$ cat config.mk
export PLATFORM = sky130hd
export DESIGN_NAME = utf8_code_point_decoder_core_flat
export DESIGN_NICKNAME = d
export VERILOG_FILES = /design/src/u8d_pkg.sv /design/src/u8d_if.sv /design/src/u8d_datapath.sv /design/src/u8d_ctrl.sv /design/src/utf8_code_point_decoder_core.sv /design/src/flat_wrapper.sv
export SDC_FILE = /design/constraint.sdc
export NUM_CORES = 1
export LEC_CHECK = 0
export BUFFER_PORTS_ARGS = -buffer_cell sky130_fd_sc_hd__buf_2
export CAP_MARGIN = 0
export CELL_PAD_IN_SITES_DETAIL_PLACEMENT = 0
export CELL_PAD_IN_SITES_GLOBAL_PLACEMENT = 1
export CORE_AREA = 4 4 90 126
export CTS_CLUSTER_SIZE = 28
export DETAILED_ROUTE_END_ITERATION = 8
export DIE_AREA = 0 0 94 130
export PLACE_DENSITY = 0.85
export SYNTH_ARGS = -nofsm -noshare
export SYNTH_HDL_FRONTEND = slang
export SYNTH_HIERARCHICAL = 1
export SYNTH_SLANG_ARGS = --single-unit
$ cat constraint.sdc
create_clock -name clk -period 4.84 [get_ports clk]
set_input_delay 0.726 -clock clk [delete_from_list [all_inputs] [get_ports clk]]
set_output_delay 0.726 -clock clk [all_outputs]
set_load 0.005 [all_outputs]
$ cat src/u8d_pkg.sv
// u8d_pkg: shared constants, types and helpers for the utf-8 code point decoder
// no dependencies; used by the controller, the datapath and the top level
package u8d_pkg;

  localparam int unsigned BYTE_W = 8;
  localparam int unsigned CP_W   = 21;
  localparam int unsigned CNT_W  = 3;
  localparam int unsigned BUF_D  = 4;

  localparam logic [CP_W-1:0] ERR_CP = 21'h00003F;

  localparam logic [CNT_W-1:0] NEED_BAD = 3'd0;
  localparam logic [CNT_W-1:0] NEED_ONE = 3'd1;
  localparam logic [CNT_W-1:0] NEED_TWO = 3'd2;
  localparam logic [CNT_W-1:0] NEED_THR = 3'd3;
  localparam logic [CNT_W-1:0] NEED_FOU = 3'd4;

  // controller -> datapath
  typedef struct packed {
    logic load;
    logic advance;
    logic push;
    logic push_last;
  } u8d_cmd_t;

  // datapath -> controller
  typedef struct packed {
    logic empty;
    logic brk;
    logic last;
    logic hold_valid;
    logic out_free;
  } u8d_sts_t;

  // sequence length from the lead byte, zero for a stray byte
  function automatic logic [CNT_W-1:0] seq_len(input logic [BYTE_W-1:0] c0);
    logic [CNT_W-1:0] n;
    n = NEED_BAD;
    if (c0[7] == 1'b0)             n = NEED_ONE;
    else if (c0[7:5] == 3'b110)    n = NEED_TWO;
    else if (c0[7:4] == 4'b1110)   n = NEED_THR;
    else if (c0[7:3] == 5'b11110)  n = NEED_FOU;
    return n;
  endfunction

endpackage

$ cat src/u8d_if.sv
// u8d_in_if / u8d_out_if: valid-ready channels for input bytes and decoded results
// depends on u8d_pkg for field widths
interface u8d_in_if import u8d_pkg::*; ();
  logic              valid;
  logic              ready;
  logic [BYTE_W-1:0] byte_value;
  logic              text_last;

  modport source (output valid, output byte_value, output text_last, input ready);
  modport sink   (input valid, input byte_value, input text_last, output ready);
endinterface

interface u8d_out_if import u8d_pkg::*; ();
  logic            valid;
  logic            ready;
  logic [CP_W-1:0] code_point;
  logic            run_last;

  modport source (output valid, output code_point, output run_last, input ready);
  modport sink   (input valid, input code_point, input run_last, output ready);
endinterface

$ cat src/u8d_datapath.sv
// u8d_datapath: byte window, one decode step per cycle while advance is given, held result and output register
// depends on u8d_pkg; driven by u8d_ctrl through u8d_cmd_t / u8d_sts_t
module u8d_datapath import u8d_pkg::*; (
  input  logic              clk,
  input  logic              rst_n,
  input  u8d_cmd_t          cmd,
  output u8d_sts_t          sts,
  input  logic [BYTE_W-1:0] in_byte_value,
  input  logic              in_text_last,
  output logic              out_valid,
  input  logic              out_ready,
  output logic [CP_W-1:0]   out_code_point,
  output logic              out_run_last
);

  logic [BYTE_W-1:0] buf_r [BUF_D];
  logic [BYTE_W-1:0] buf_nxt [BUF_D];
  logic [CNT_W-1:0]  cnt_r, cnt_nxt;
  logic              last_r;
  logic              hold_valid_r, hold_valid_nxt;
  logic [CP_W-1:0]   hold_cp_r;
  logic              out_valid_r, out_valid_nxt;
  logic [CP_W-1:0]   code_point_r;
  logic              run_last_r;

  logic [CNT_W-1:0]  need;
  logic              empty, brk, cont_ok, emit;
  logic [CNT_W-1:0]  consume;
  logic [CP_W-1:0]   cp;
  logic [CNT_W-1:0]  src_idx [BUF_D];

  always_comb begin
    need  = seq_len(buf_r[0]);
    empty = (cnt_r == '0);
    brk   = !empty && (need > NEED_ONE) && (cnt_r < need);
    // trailing bytes of the sequence inside the window must all be continuation bytes
    cont_ok = 1'b1;
    for (int i = 1; i < BUF_D; i++) begin
      if ((CNT_W'(i) < need) && (buf_r[i][7:6] != 2'b10)) cont_ok = 1'b0;
    end
    emit = !empty && (!brk || last_r);

    consume = NEED_ONE;
    cp      = ERR_CP;
    if (brk) begin
      consume = cnt_r;
    end else begin
      case (need)
        NEED_ONE: cp = {{(CP_W-BYTE_W){1'b0}}, buf_r[0]};
        NEED_TWO: begin
          if (cont_ok) begin
            cp      = {10'b0, buf_r[0][4:0], buf_r[1][5:0]};
            consume = NEED_TWO;
          end
        end
        NEED_THR: begin
          if (cont_ok) begin
            cp      = {5'b0, buf_r[0][3:0], buf_r[1][5:0], buf_r[2][5:0]};
            consume = NEED_THR;
          end
        end
        NEED_FOU: begin
          if (cont_ok) begin
            cp = {buf_r[0][2:0], buf_r[1][5:0], buf_r[2][5:0], buf_r[3][5:0]};
            consume = NEED_FOU;
          end
        end
        default: cp = ERR_CP;
      endcase
    end

    // shift the window left by the consumed bytes
    for (int i = 0; i < BUF_D; i++) begin
      src_idx[i] = CNT_W'(i) + consume;
      buf_nxt[i] = (src_idx[i] < CNT_W'(BUF_D)) ? buf_r[src_idx[i][1:0]] : buf_r[i];
    end
  end

  always_comb begin
    cnt_nxt        = cnt_r;
    hold_valid_nxt = hold_valid_r;
    out_valid_nxt  = out_valid_r;
    if (out_valid_r && out_ready) out_valid_nxt = 1'b0;
    if (cmd.push) begin
      out_valid_nxt  = 1'b1;
      hold_valid_nxt = 1'b0;
    end
    if (cmd.load) cnt_nxt = cnt_r + CNT_W'(1);
    if (cmd.advance) begin
      cnt_nxt = cnt_r - consume;
      if (emit) hold_valid_nxt = 1'b1;
    end
  end

  always_ff @(posedge clk) begin
    if (!rst_n) begin
      cnt_r        <= '0;
      hold_valid_r <= 1'b0;
      out_valid_r  <= 1'b0;
    end else begin
      cnt_r        <= cnt_nxt;
      hold_valid_r <= hold_valid_nxt;
      out_valid_r  <= out_valid_nxt;
    end
  end

  always_ff @(posedge clk) begin
    if (cmd.load) begin
      buf_r[cnt_r[1:0]] <= in_byte_value;
      last_r            <= in_text_last;
    end
    if (cmd.advance) begin
      for (int i = 0; i < BUF_D; i++) buf_r[i] <= buf_nxt[i];
      if (emit) hold_cp_r <= cp;
    end
    if (cmd.push) begin
      code_point_r <= hold_cp_r;
      run_last_r   <= cmd.push_last;
    end
  end

  assign sts.empty      = empty;
  assign sts.brk        = brk;
  assign sts.last       = last_r;
  assign sts.hold_valid = hold_valid_r;
  assign sts.out_free   = !out_valid_r || out_ready;

  assign out_valid      = out_valid_r;
  assign out_code_point = code_point_r;
  assign out_run_last   = run_last_r;

endmodule

$ cat src/u8d_ctrl.sv
// u8d_ctrl: two-state controller sequencing load, decode steps and result transfers
// depends on u8d_pkg; commands u8d_datapath
module u8d_ctrl import u8d_pkg::*; (
  input  logic     clk,
  input  logic     rst_n,
  input  logic     in_valid,
  output logic     in_ready,
  input  u8d_sts_t sts,
  output u8d_cmd_t cmd
);

  localparam logic S_IDLE = 1'b0;
  localparam logic S_RUN  = 1'b1;

  logic state_r, state_nxt;
  logic fin;

  always_comb begin
    state_nxt     = state_r;
    cmd           = '0;
    in_ready      = (state_r == S_IDLE);
    // nothing more to decode: window empty or waiting for more bytes
    fin = sts.empty || (sts.brk && !sts.last);
    case (state_r)
      S_IDLE: begin
        if (in_valid) begin
          cmd.load  = 1'b1;
          state_nxt = S_RUN;
        end
      end
      S_RUN: begin
        if (fin) begin
          if (!sts.hold_valid) begin
            state_nxt = S_IDLE;
          end else if (sts.out_free) begin
            cmd.push      = 1'b1;
            cmd.push_last = 1'b1;
            state_nxt     = S_IDLE;
          end
        end else if (!sts.hold_valid) begin
          cmd.advance = 1'b1;
        end else if (sts.out_free) begin
          // held result is known not to be the last one for this byte
          cmd.push    = 1'b1;
          cmd.advance = 1'b1;
        end
      end
      default: state_nxt = S_IDLE;
    endcase
  end

  always_ff @(posedge clk) begin
    if (!rst_n) begin
      state_r <= S_IDLE;
    end else begin
      state_r <= state_nxt;
    end
  end

`ifndef SYNTHESIS
  a_push_free: assert property (@(posedge clk) disable iff (!rst_n)
    cmd.push |-> sts.out_free) else $error("result transfer into a busy output register");

  a_hold_flushed: assert property (@(posedge clk) disable iff (!rst_n)
    (cmd.advance && sts.hold_valid) |-> cmd.push) else $error("held result overwritten");

  a_load_run: assert property (@(posedge clk) disable iff (!rst_n)
    cmd.load |=> (state_r == S_RUN)) else $error("load did not start decoding");

  a_idle_no_hold: assert property (@(posedge clk) disable iff (!rst_n)
    (state_r == S_IDLE) |-> !sts.hold_valid) else $error("result left behind in idle");
`endif

endmodule

$ cat src/utf8_code_point_decoder_core.sv
// utf8_code_point_decoder_core: one byte in, one decode step per cycle unless the output stalls, results out
// a new byte is taken only in idle, once every result of the previous byte has reached the output register
// all results of every byte pass through the single shared decode step
// reset (rst_n, synchronous): clears the held byte count, the held result flag, the state machine and output valid
// held byte contents are not reset; they are written before they are ever read
module utf8_code_point_decoder_core import u8d_pkg::*; (
  input logic       clk,
  input logic       rst_n,
  u8d_in_if.sink    in_chan,
  u8d_out_if.source out_chan
);

  u8d_cmd_t cmd;
  u8d_sts_t sts;

  u8d_ctrl u_ctrl (
    .clk      (clk),
    .rst_n    (rst_n),
    .in_valid (in_chan.valid),
    .in_ready (in_chan.ready),
    .sts      (sts),
    .cmd      (cmd)
  );

  u8d_datapath u_dp (
    .clk            (clk),
    .rst_n          (rst_n),
    .cmd            (cmd),
    .sts            (sts),
    .in_byte_value  (in_chan.byte_value),
    .in_text_last   (in_chan.text_last),
    .out_valid      (out_chan.valid),
    .out_ready      (out_chan.ready),
    .out_code_point (out_chan.code_point),
    .out_run_last   (out_chan.run_last)
  );

endmodule

$ cat src/flat_wrapper.sv
// flat-port wrapper written by rule: the top's interface ports become plain ports
module utf8_code_point_decoder_core_flat import u8d_pkg::*;
  (clk, rst_n, in_chan_valid, in_chan_byte_value, in_chan_text_last, in_chan_ready, out_chan_valid, out_chan_code_point, out_chan_run_last, out_chan_ready);
  u8d_in_if in_chan_i ();
  u8d_out_if out_chan_i ();
  input logic clk;
  input logic rst_n;
  input wire logic [$bits(in_chan_i.valid)-1:0] in_chan_valid;
  input wire logic [$bits(in_chan_i.byte_value)-1:0] in_chan_byte_value;
  input wire logic [$bits(in_chan_i.text_last)-1:0] in_chan_text_last;
  output wire logic [$bits(in_chan_i.ready)-1:0] in_chan_ready;
  output wire logic [$bits(out_chan_i.valid)-1:0] out_chan_valid;
  output wire logic [$bits(out_chan_i.code_point)-1:0] out_chan_code_point;
  output wire logic [$bits(out_chan_i.run_last)-1:0] out_chan_run_last;
  input wire logic [$bits(out_chan_i.ready)-1:0] out_chan_ready;
  assign in_chan_i.valid = in_chan_valid;
  assign in_chan_i.byte_value = in_chan_byte_value;
  assign in_chan_i.text_last = in_chan_text_last;
  assign in_chan_ready = in_chan_i.ready;
  assign out_chan_valid = out_chan_i.valid;
  assign out_chan_code_point = out_chan_i.code_point;
  assign out_chan_run_last = out_chan_i.run_last;
  assign out_chan_i.ready = out_chan_ready;
  utf8_code_point_decoder_core u_core (.clk(clk), .rst_n(rst_n), .in_chan(in_chan_i), .out_chan(out_chan_i));
endmodule
== Word level (Yosys, flattened, before mapping) ==
Memories as Yosys holds them, arrays and structs flattened.
Cells that the tools add are included.
Word-level totals
  memories kept: 1
  register bits after elaboration: 50
  memory bits (writable): 32
  output and inout bits: 24
  logic and storage cells: 103
  ROM bits: 0
  input bits: 13
  latch bits: 0
Memory list
  u_core.u_dp.buf_r: words 4, bits a word 8, rd ports 8, clocked after Yosys merged registers in 0, write ports 4, line u8d_datapath.sv:16  | logic [BYTE_W-1:0] buf_r [BUF_D];
Cells by class
  reductions and logical operators: 21
  multiplexer cells: 48
  shift-type cells: 0
  div/mod/pow operators: 0
  magnitude comparators: 9
  bitwise logic cells: 1
  add/sub/neg operators: 5
  multiply operators: 0
  eq/ne operators: 10
Operator list (number)
  21-bit case mux with 4 select lines: 1
  8-bit two-way mux: 5
  3-bit two-way mux: 9
  1-bit two-way mux: 23
  21-bit two-way mux: 1
  16-bit two-way mux: 1
  3-bit < comparator, second input constant: 4
  11-bit two-way mux: 1
  2-bit two-way mux: 5
  3-bit case mux with 3 select lines: 1
  1-bit logical AND: 8
  8-bit OR reduction: 1
  2-bit by 3-bit adder with 3-bit output, first input constant: 2
  3-bit by 2-bit equality test with 1-bit output, second input constant: 2
  3-bit equality test, second input constant: 2
  2-bit by 3-bit < comparator with 1-bit output, first input constant: 2
  2-bit != test, second input constant: 3
  5-bit equality test, second input constant: 1
  4-bit equality test, second input constant: 1
  1-bit zero test: 4
  2-bit nonzero test: 2
  1-bit by 3-bit adder with 3-bit output, first input constant: 1
  3-bit by 1-bit adder with 3-bit output, second input constant: 1
  3-bit by 1-bit equality test with 1-bit output, second input constant: 1
  10 further kinds: 12

== Logic depth before layout (Yosys ltp) ==
Gate-level depths: netlist of the first run.
An unclocked memory read counts as a cell.
  word-level depth: 17
  mapped depth: 21
  mapped depth without buffers: 18

== Hierarchy ==
Netlist of the first run, hierarchy kept.
Modules (own cells, without submodules)
  u8d_datapath: area an instance 4230.3 sq um, instances 1, cells an instance 362, sequential area each 2382.3 sq um
  u8d_ctrl: area an instance 91.3 sq um, instances 1, cells an instance 11, sequential area each 20.0 sq um

== Least setup slack after synthesis of the first run ==
No wires, ideal clock.
  kind: reg2reg
  from: mem u_core.u_dp.buf_r[0][6]
  to: reg u_core.u_dp.hold_cp_r[0], enable pin
  path buffers: 2
  data arrival time: 4144 ps
  library setup time: 433 ps
  cell stages (with the launch flop): 13
  setup slack: 263 ps
  data required time: 4407 ps
  clock period less this slack: 4577 ps
  cell sequence: edfxtp_1 > nand2_2 > nor3_4 > inv_2 > ha_1 > nand2_1 > o21ai_0 > or3_4 > inv_4 > buf_4 > a211oi_1 > clkbuf_1 > nor3b_1
RTL lines
  from (decl): line u8d_datapath.sv:16
  to (signal assigned): line u8d_datapath.sv:114  | if (emit) hold_cp_r <= cp;
  to (decl): line u8d_datapath.sv:21  | logic [CP_W-1:0] hold_cp_r;

==> summary.txt, run 1 <==
Status
  • Outcome: finished, final reports clean

STA
  • F_max: approximately 250 MHz
  • Final period demand of the worst path: 3.97 ns
  • Slew headroom: 26.1%
  • Transition at the pin with the smallest max-transition slack: ~1.1 ns
  • Final Hold Violating Endpoints: 0
  • Final Skew: roughly 0.010 ns
  • Final Max Slew Viols: 0
  • Setup repair after global routing missed its margin: no
  • Period utilisation layout: 82.1%
  • Setup violators final: 0
  • Setup_tns: 0 ns

Yosys
  • Syn avg cell area: about 12 um2
  • Total standard cell area after synthesis: about 4300 um2
  • Most common library cells after synthesis: 76 x sky130_fd_sc_hd__edfxtp_1, 30 x sky130_fd_sc_hd__a21oi_1, 26 x sky130_fd_sc_hd__mux2i_1
  • Yosys warning total: 6
  • Most common cell in the synthesized netlist: sky130_fd_sc_hd__edfxtp_1
  • Flip-flop and latch count after synthesis: 82
  • Cells taking the most area after synthesis: sky130_fd_sc_hd__edfxtp_1 53%, sky130_fd_sc_hd__mux2i_1 6.0%, sky130_fd_sc_hd__a21oi_1 3.5%
  • Synth Net Count: roughly 390
  • EDFF count, synth: 76
  • Primary flip-flop cell chosen by synthesis mapping: sky130_fd_sc_hd__edfxtp_1
  • Share of synthesized registers carrying an async set or reset: 0%
  • Area leader, netlist: sky130_fd_sc_hd__edfxtp_1
  • Fraction of the yosys area taken by sequential cells: between 50 and 60%
  • Area share of the largest cell type after synthesis: a little over half
  • Number of distinct library cells after synthesis: 61
  • Post-Syn Instances: 373

Setup path
  • Arrival time reported for the critical path endpoint: 4.23 ns
  • Total buffers and inverters traversed by the critical path: 3
  • R2r setup slk: roughly 0.87 ns
  • Largest fanout of any net on the critical path: 15
  • Critical path launch point type: register
  • Worst Path Class, Setup: register to register
  • Critical path endpoint: u_core/u_dp/cnt_r[2]
  • Worst reg2reg startpoint: u_core/u_dp/buf_r[0][6]
  • Worst R2R Path Depth: 17
  • Kind of capture point of the worst setup path: register
  • Cell class contributing the biggest share of worst-path delay: compound AO/OA/AOI/OAI gates
  • Required time at the worst-slack endpoint: around 5.1 ns
  • Sequence of cells on the critical path: nand2_2 > nor3_4 > inv_2 > ha_1 > nand2_1 > o21ai_0 > or3_4 > inv_4 > a211oi_4 > nand2_1 > ha_1 > inv_1 > fa_1 > nor3_1 > a21o_1 > a22o_1 > a211oi_1
  • Beginning of the critical path: u_core/u_dp/buf_r[0][6]
  • Crit-path slowest cell: sky130_fd_sc_hd__a211oi_4
  • Critical R2R Capture: u_core/u_dp/cnt_r[2]
  • Instance count on the critical path: 17
  • Max stage delay on crit path: 0.51 ns

CTS
  • CTS H-Tree Depth: 3
  • Clock root buffer master: sky130_fd_sc_hd__clkbuf_16
  • Clock Pin Slew Worst Setup and Hold Paths: 0.06 ns
  • Hold bufs inserted after CTS: 0
  • Maximum buffer depth of the clock tree: 2
  • TritonCTS clock tree: yes
  • Total clock buffers created by CTS: 9
  • Latest clock arrival within the worst-skew pair: between 0.3 and 0.4 ns
  • Post-CTS Resized: 0
  • Clock sink count: 82
  • Post-CTS Repair Setup Buffers: 0

Drt
  • Number of remaining DRC errors: 0
  • Routed len/inst: around 17 um
  • Count of routing violations after the opening detailed-route iteration: around 280
  • Vias per cell: around 5.6
  • Via total after detailed routing: 3091
  • Detailed-route wire length: between 9000 and 10000 um
  • Antenna-violating nets left: 0
  • First-pass DRT Iterations: 6

Pwr
  • Power Density: approximately 430 nW/um2
  • Worst vdd ir: ~0.18 mV
  • Standby leakage power: about 0.0017 uW

Floorplan
  • Number of I/O pins: 37
  • Width of the chip: 94 um
  • Cell row count: 44
  • Die height: 130 um
  • Core area: 10200 um2
  • Die Outline Area: between 10000 and 15000 um2
  • Starting Density: 42.2%

Layout
  • Cell area after layout: 4930 um2
  • Ratio of cells with drive above 1 in the final layout: 19.4%
  • Net count, final: approximately 430
  • Number of antenna diodes: 0
  • Area growth from synthesis to layout: 14.0%

GRT
  • Antenna violations before repair: 0
  • Wire length of the first global-routing pass: around 15000 um
  • Global router's overall resource usage: between 10% and 20%
  • GRT Residual Overflow: 0
  • Number of global-route vias before repair: 2966
  • Maximum number of pins on one net before global-route repair: 36

Placement
  • HPWL after detailed placement: 6660 um
  • Total of buffers placed on input and output ports: 36
  • Placer Congestion: 0.891
  • Area after detailed placement: about 4600 um2

Min path
  • Path type of the worst min-delay path: register to register

Job
  • Max-cap violations: 0
## layer usage
metal / routed length, um / track usage, % / share of wire, %
met1: 3470 / 17.3 / 38
met2: 4690 / 27.1 / 52
met3: 567 / 3.40 / 6.2
met4: 362 / 8.76 / 4.0
met5: 0 / 0 / 0
## cell usage in the layout, fill, tap and decap left out, drive strengths merged, types with 3 or more instances in the layout
cell	n
edfxtp	76
nor3	9
clkbuf	9
o21ai	29
buf	45
mux2i	26
o221ai	12
dfxtp	6
a32oi	3
a21oi	31
a222oi	5
a31o	4
a21boi	3
or3	3
nand2b	9
ha	5
a22oi	6
o22ai	3
nor2	20
and2	3
nor2b	13
inv	23
xnor2	3
a31oi	3
nand2	27
nand3	8
## per-stage QoR
step | hold WS (ns) | util [%] | setup WS, ns | cells | total power [uW]
after global placement | 0.402 | 45.1 | 1.12 | 535 | 1440
after CTS | 0.419 | 48.1 | 0.914 | 551 | 2150
after global routing | 0.421 | 48.1 | 0.500 | 551 | 2250
final | 0.416 | 48.1 | 0.866 | 551 | 2130
after floorplan | 0.400 | - | 0.263 | 373 | 1330
after detailed placement | 0.405 | 45.1 | 0.898 | 535 | 1460
## layout make-up
cell class / instances / area (um2)
Clock buffer: 9 / 225
Clock inverter: 7 / 80.1
Fill cell: 956 / 5310
Inverter: 19 / 73.8
Multi-Input combinational cell: 251 / 1730
Sequential cell: 82 / 2400
Tap cell: 138 / 173
Timing Repair Buffer: 45 / 248
## worst min path at each step
stage / startpoint / to / slack [ns] / depth (start not counted)
floorplan: u_core/u_dp/hold_cp_r[0] / u_core/u_dp/out_code_point[0] / 0.40 / 0
global placement: u_core/u_dp/hold_cp_r[17] / u_core/u_dp/out_code_point[17] / 0.40 / 0
detailed placement: u_core/u_dp/hold_cp_r[18] / u_core/u_dp/out_code_point[18] / 0.40 / 0
CTS: u_core/u_dp/hold_cp_r[3] / u_core/u_dp/out_code_point[3] / 0.42 / 0
global route: u_core/u_dp/hold_cp_r[20] / u_core/u_dp/out_code_point[20] / 0.42 / 0
finish: u_core/u_dp/hold_cp_r[17] / u_core/u_dp/out_code_point[17] / 0.42 / 0
## logic make-up (layout without fill, tap and decap cells)
group / after synthesis / in the layout / synth area share (%)
xor gates and xnor gates: 4 / 4 / 0.811
buffers and inverters: 40 / 80 / 4.89
and+or+nand+nor: 102 / 102 / 12.9
muxes: 26 / 26 / 6.02
AOI/OAI and AO/OA: 113 / 113 / 17.8
DFF: 82 / 82 / 55.6
adders and majority gates: 6 / 6 / 1.91
## report_power, final
part           total, uW  leakage, uW  switching (uW)  internal [uW]
clock network        684     0.000149             276            407
logic                482     0.000788             299            183
registers            969     0.000733            85.1            884
## worst register-to-register path, cell delays in order, from the launching register on
cell and delay [ns]:
sky130_fd_sc_hd__edfxtp_1 0.48, sky130_fd_sc_hd__nand2_2 0.20, sky130_fd_sc_hd__nor3_4 0.32, sky130_fd_sc_hd__inv_2 0.11, sky130_fd_sc_hd__ha_1 0.32, sky130_fd_sc_hd__nand2_1 0.08
sky130_fd_sc_hd__o21ai_0 0.27, sky130_fd_sc_hd__or3_4 0.23, sky130_fd_sc_hd__inv_4 0.08, sky130_fd_sc_hd__a211oi_4 0.51, sky130_fd_sc_hd__nand2_1 0.12, sky130_fd_sc_hd__ha_1 0.20
sky130_fd_sc_hd__inv_1 0.06, sky130_fd_sc_hd__fa_1 0.25, sky130_fd_sc_hd__nor3_1 0.08, sky130_fd_sc_hd__a21o_1 0.16, sky130_fd_sc_hd__a22o_1 0.22, sky130_fd_sc_hd__a211oi_1 0.21
## registers in the layout (all words and copies together), names as in the netlist
signal and count:
u_core/u_dp/out_run_last 1, u_core/u_dp/hold_valid_r 1, u_core/u_dp/out_valid 1, u_core/u_dp/buf_r 32
u_core/u_ctrl/state_r 1, u_core/u_dp/last_r 1, u_core/u_dp/cnt_r 3, u_core/u_dp/hold_cp_r 21
u_core/u_dp/out_code_point 21
No activity file was read; power rests on OpenSTA's default activity.
==> run 2: changes to the inputs <==
--- a/config.mk
+++ b/config.mk
@@ -5,14 +5,15 @@
 export SDC_FILE = /design/constraint.sdc
 export NUM_CORES = 1
 export LEC_CHECK = 0
+export ABC_AREA = 1
 export BUFFER_PORTS_ARGS = -buffer_cell sky130_fd_sc_hd__buf_2
 export CAP_MARGIN = 0
 export CELL_PAD_IN_SITES_DETAIL_PLACEMENT = 0
 export CELL_PAD_IN_SITES_GLOBAL_PLACEMENT = 1
-export CORE_AREA = 4 4 90 126
+export CORE_AREA = 4 4 95 133
 export CTS_CLUSTER_SIZE = 28
 export DETAILED_ROUTE_END_ITERATION = 8
-export DIE_AREA = 0 0 94 130
+export DIE_AREA = 0 0 99 137
 export PLACE_DENSITY = 0.85
 export SYNTH_ARGS = -nofsm -noshare
 export SYNTH_HDL_FRONTEND = slang
==> constraint.sdc (replaced) <==
create_clock -name clk -period 3.25 [get_ports clk]
set_input_delay 0.4875 -clock clk [delete_from_list [all_inputs] [get_ports clk]]
set_output_delay 0.4875 -clock clk [all_outputs]
set_load 0.005 [all_outputs]
==> run 2 against run 1 <==
Highest routed layer unchanged; combinational power grew 89%; wire length increased by 22%; largest power group unchanged; global-route usage increased by 1.3 points; synthesized cell count grew 42%; register-to-register slack worse by 0.67 ns; sequential share of layout area down 4.3 points; worst setup slack worse by 0.67 ns; worst hold slack worse by 0.10 ns; flip-flop and latch count unchanged; critical path depth up 2; count of clock-buffer cells in the layout did not move; die area grew 11%.
==> summary.txt, run 2 <==
STA
  • Transition at the pin with the smallest max-transition slack: about 0.60 ns
  • Setup_tns: 0 ns
  • Worst Slack Setup Final: roughly 0.20 ns
  • Final period demand of the worst path: around 3.1 ns
  • Final Hold Violating Endpoints: 0
  • Final Max Slew Viols: 0
  • Hold slack: 0.315 ns
  • Final Skew: about 0.0068 ns
  • Slew headroom: about three fifths
  • Period utilisation layout: a little over nine tenths
  • Setup violators final: 0
  • F_max: approximately 330 MHz

Pwr
  • P_sw: 1130 uW
  • Internal Power: roughly 2100 uW
  • Switching portion of total power: about 34%
  • Share of total power in combinational logic: between 20 and 30%
  • Power Density: 606 nW/um2
  • Clock Power Share: 30.4%
  • Standby leakage power: ~0.0022 uW
  • Flop pwr share: approximately two fifths
  • Worst vdd ir: approximately 0.22 mV

Drt
  • Vias per cell: 5.27
  • First-pass DRT Iterations: 6
  • Number of remaining DRC errors: 0
  • Via total after detailed routing: about 3900
  • Count of routing violations after the opening detailed-route iteration: 330
  • Detailed-route wire length: about 11000 um
  • Routed len/inst: ~15 um
  • Antenna-violating nets left: 0

CTS
  • Latest clock arrival within the worst-skew pair: 0.35 ns
  • CTS H-Tree Depth: 3
  • Hold bufs inserted after CTS: 0
  • Clock root buffer master: sky130_fd_sc_hd__clkbuf_16
  • Maximum buffer depth of the clock tree: 2
  • Total clock buffers created by CTS: 9
  • Clock sink count: between 80 and 90
  • TritonCTS clock tree: yes
  • Clock Pin Slew Worst Setup and Hold Paths: approximately 0.070 ns

Setup path
  • Cell class contributing the biggest share of worst-path delay: adder cells
  • Max stage delay on crit path: 0.44 ns
  • Critical path launch point type: register
  • Required time at the worst-slack endpoint: roughly 3.5 ns
  • Worst reg2reg startpoint: u_core/u_dp/buf_r[0][3]
  • Worst R2R Path Depth: 19
  • Crit-path slowest cell: sky130_fd_sc_hd__edfxtp_1
  • Arrival time reported for the critical path endpoint: 3.30 ns
  • Kind of capture point of the worst setup path: register
  • R2r setup slk: just under 0.2 ns
  • Most common cell on crit path: sky130_fd_sc_hd__inv_1
  • Largest fanout of any net on the critical path: 9
  • Sequence of cells on the critical path: inv_2 > nand2_1 > inv_1 > nand2_1 > ha_1 > a21oi_2 > inv_1 > a21oi_2 > nand2_4 > nand2_8 > nand2_4 > nand2_1 > ha_1 > inv_1 > fa_1 > inv_1 > nand4_1 > a21oi_2 > nor2_1
  • Total buffers and inverters traversed by the critical path: 5
  • Beginning of the critical path: u_core/u_dp/buf_r[0][3]
  • Worst Path Class, Setup: register to register
  • Critical R2R Capture: u_core/u_dp/cnt_r[2]

GRT
  • Maximum number of pins on one net before global-route repair: just over 40
  • GRT Residual Overflow: 0
  • Antenna violations before repair: 0
  • Wire length of the first global-routing pass: between 15000 and 20000 um
  • Number of global-route vias before repair: between 3000 and 4000
  • Global router's overall resource usage: 16.7%

Floorplan
  • Cell row count: 46
  • Die Outline Area: roughly 14000 um2
  • Starting Density: 40.5%
  • Die height: 137 um
  • Width of the chip: around 100 um
  • Number of I/O pins: 37
  • Core area: 11300 um2

Yosys
  • Primary flip-flop cell chosen by synthesis mapping: sky130_fd_sc_hd__edfxtp_1
  • Share of synthesized registers carrying an async set or reset: 0%
  • Fraction of the yosys area taken by sequential cells: between 50 and 60%
  • Most common cell in the synthesized netlist: sky130_fd_sc_hd__nand2_1
  • Synth Net Count: 549
  • Number of distinct library cells after synthesis: 39
  • Yosys warning total: 6
  • Syn avg cell area: between 8 and 9 um2
  • EDFF count, synth: 76
  • Cells taking the most area after synthesis: sky130_fd_sc_hd__edfxtp_1 50%, sky130_fd_sc_hd__nand2_1 14%, sky130_fd_sc_hd__nand3_1 7.5%
  • Area share of the largest cell type after synthesis: between 40% and 50%
  • Area leader, netlist: sky130_fd_sc_hd__edfxtp_1
  • Most common library cells after synthesis: 176 x sky130_fd_sc_hd__nand2_1, 76 x sky130_fd_sc_hd__edfxtp_1, 69 x sky130_fd_sc_hd__nand3_1
  • Flip-flop and latch count after synthesis: 82
  • Post-Syn Instances: 530
  • Total standard cell area after synthesis: about 4600 um2

Placement
  • Worst setup slack before clock tree synthesis: ~0.06 ns
  • Total of buffers placed on input and output ports: 36
  • Placer Congestion: 0.872
  • Placed Instances: 706
  • HPWL after detailed placement: 8150 um

Status
  • Outcome: finished, final reports clean

Layout
  • Utilization of the core after routing: approximately 48%
  • Area growth from synthesis to layout: 17.6%
  • Leading cell type in the layout, fill and taps excluded: sky130_fd_sc_hd__nand2_1
  • Commonest cells after routing, fill and taps aside: 174 x sky130_fd_sc_hd__nand2_1, 76 x sky130_fd_sc_hd__edfxtp_1, 68 x sky130_fd_sc_hd__nand3_1
  • Ratio of cells with drive above 1 in the final layout: between 20% and 30%
  • Register with the highest flop count: u_core/u_dp/buf_r
  • Number of antenna diodes: 0
  • Net count, final: approximately 600
  • Number of filler instances in the final layout: between 1000 and 1500
  • Max FFs per register: 32
  • Post-layout instance count excluding filler cells: between 700 and 800

Min path
  • Worst hold path stage count: 1
  • Startpoint of the worst hold path: in_chan_text_last
  • Worst min-delay path endpoint: u_core/u_dp/last_r
  • Path type of the worst min-delay path: input pin to register

Job
  • Max-cap violations: 0
run 2: cell types whose count changed in the layout (fill, tap and decap cells not counted), sizes merged, moves of 12 or more:
cell	change
mux2i	-26
nand2	+156
nand3	+64
nor2b	-13
o221ai	-12
inv	+44
buf	+21
run 2: kinds of logic after synthesis:
group / Yosys count / share of synthesized area, %
simple gates: 286 / 28.0
buf+inv: 88 / 8.66
flops: 82 / 52.3
compound gates: 67 / 9.15
fa+ha+maj: 6 / 1.80
xor+xnor: 1 / 0.191
run 2: what timing repair did:
| item | CTS | global route |
|---|---|---|
| buffers inserted | 0 | 11 |
| endpoints found under the setup margin | 0 | 87 |
| resized for setup | 0 | 16 |
run 2: cell type report:
type	instances	area [um2]	share of cell area, %
Clock inverter	7	70.1	1.30
Multi-Input combinational cell	360	1860	34.5
Inverter	65	251	4.65
Clock buffer	9	225	4.17
Sequential cell	82	2400	44.4
Timing Repair Buffer	66	413	7.64
Tap cell	144	180	3.33
run 2: power by group through the flow:
| stage | sequential (uW) | combinational, uW | clock (uW) |
|---|---|---|---|
| global route | 1380 | 1020 | 1070 |
| finish | 1370 | 909 | 997 |
| global placement | 1390 | 831 | 0 |
| CTS | 1370 | 849 | 1030 |
| floorplan | 1360 | 651 | 0 |
| detailed placement | 1390 | 844 | 0 |
run 2: worst max-delay path by stage:
stage	endpoint	cells past startpoint
after detailed placement	u_core/u_dp/buf_r[1][0]	17
after floorplan	u_core/u_dp/cnt_r[1]	23
final	u_core/u_dp/cnt_r[2]	19
after global routing	u_core/u_dp/cnt_r[2]	18
after global placement	u_core/u_dp/buf_r[1][0]	17
after CTS	u_core/u_dp/buf_r[1][7]	17
run 2: metal layers:
layer | track usage, % | up-vias | routed length, um
met3 | 3.77 | 20 | 708
met1 | 19.2 | 1788 | 4290
li1 | - | 1883 | -
met5 | 0 | - | 0
met4 | 8.12 | 0 | 292
met2 | 29.3 | 169 | 5780
run 2: through the flow:
step	instance area (um2)	power [uW]
global route	5410	3470
global placement	4960	2220
floorplan	4610	2010
finish	5410	3280
detailed placement	4960	2230
CTS	5260	3240
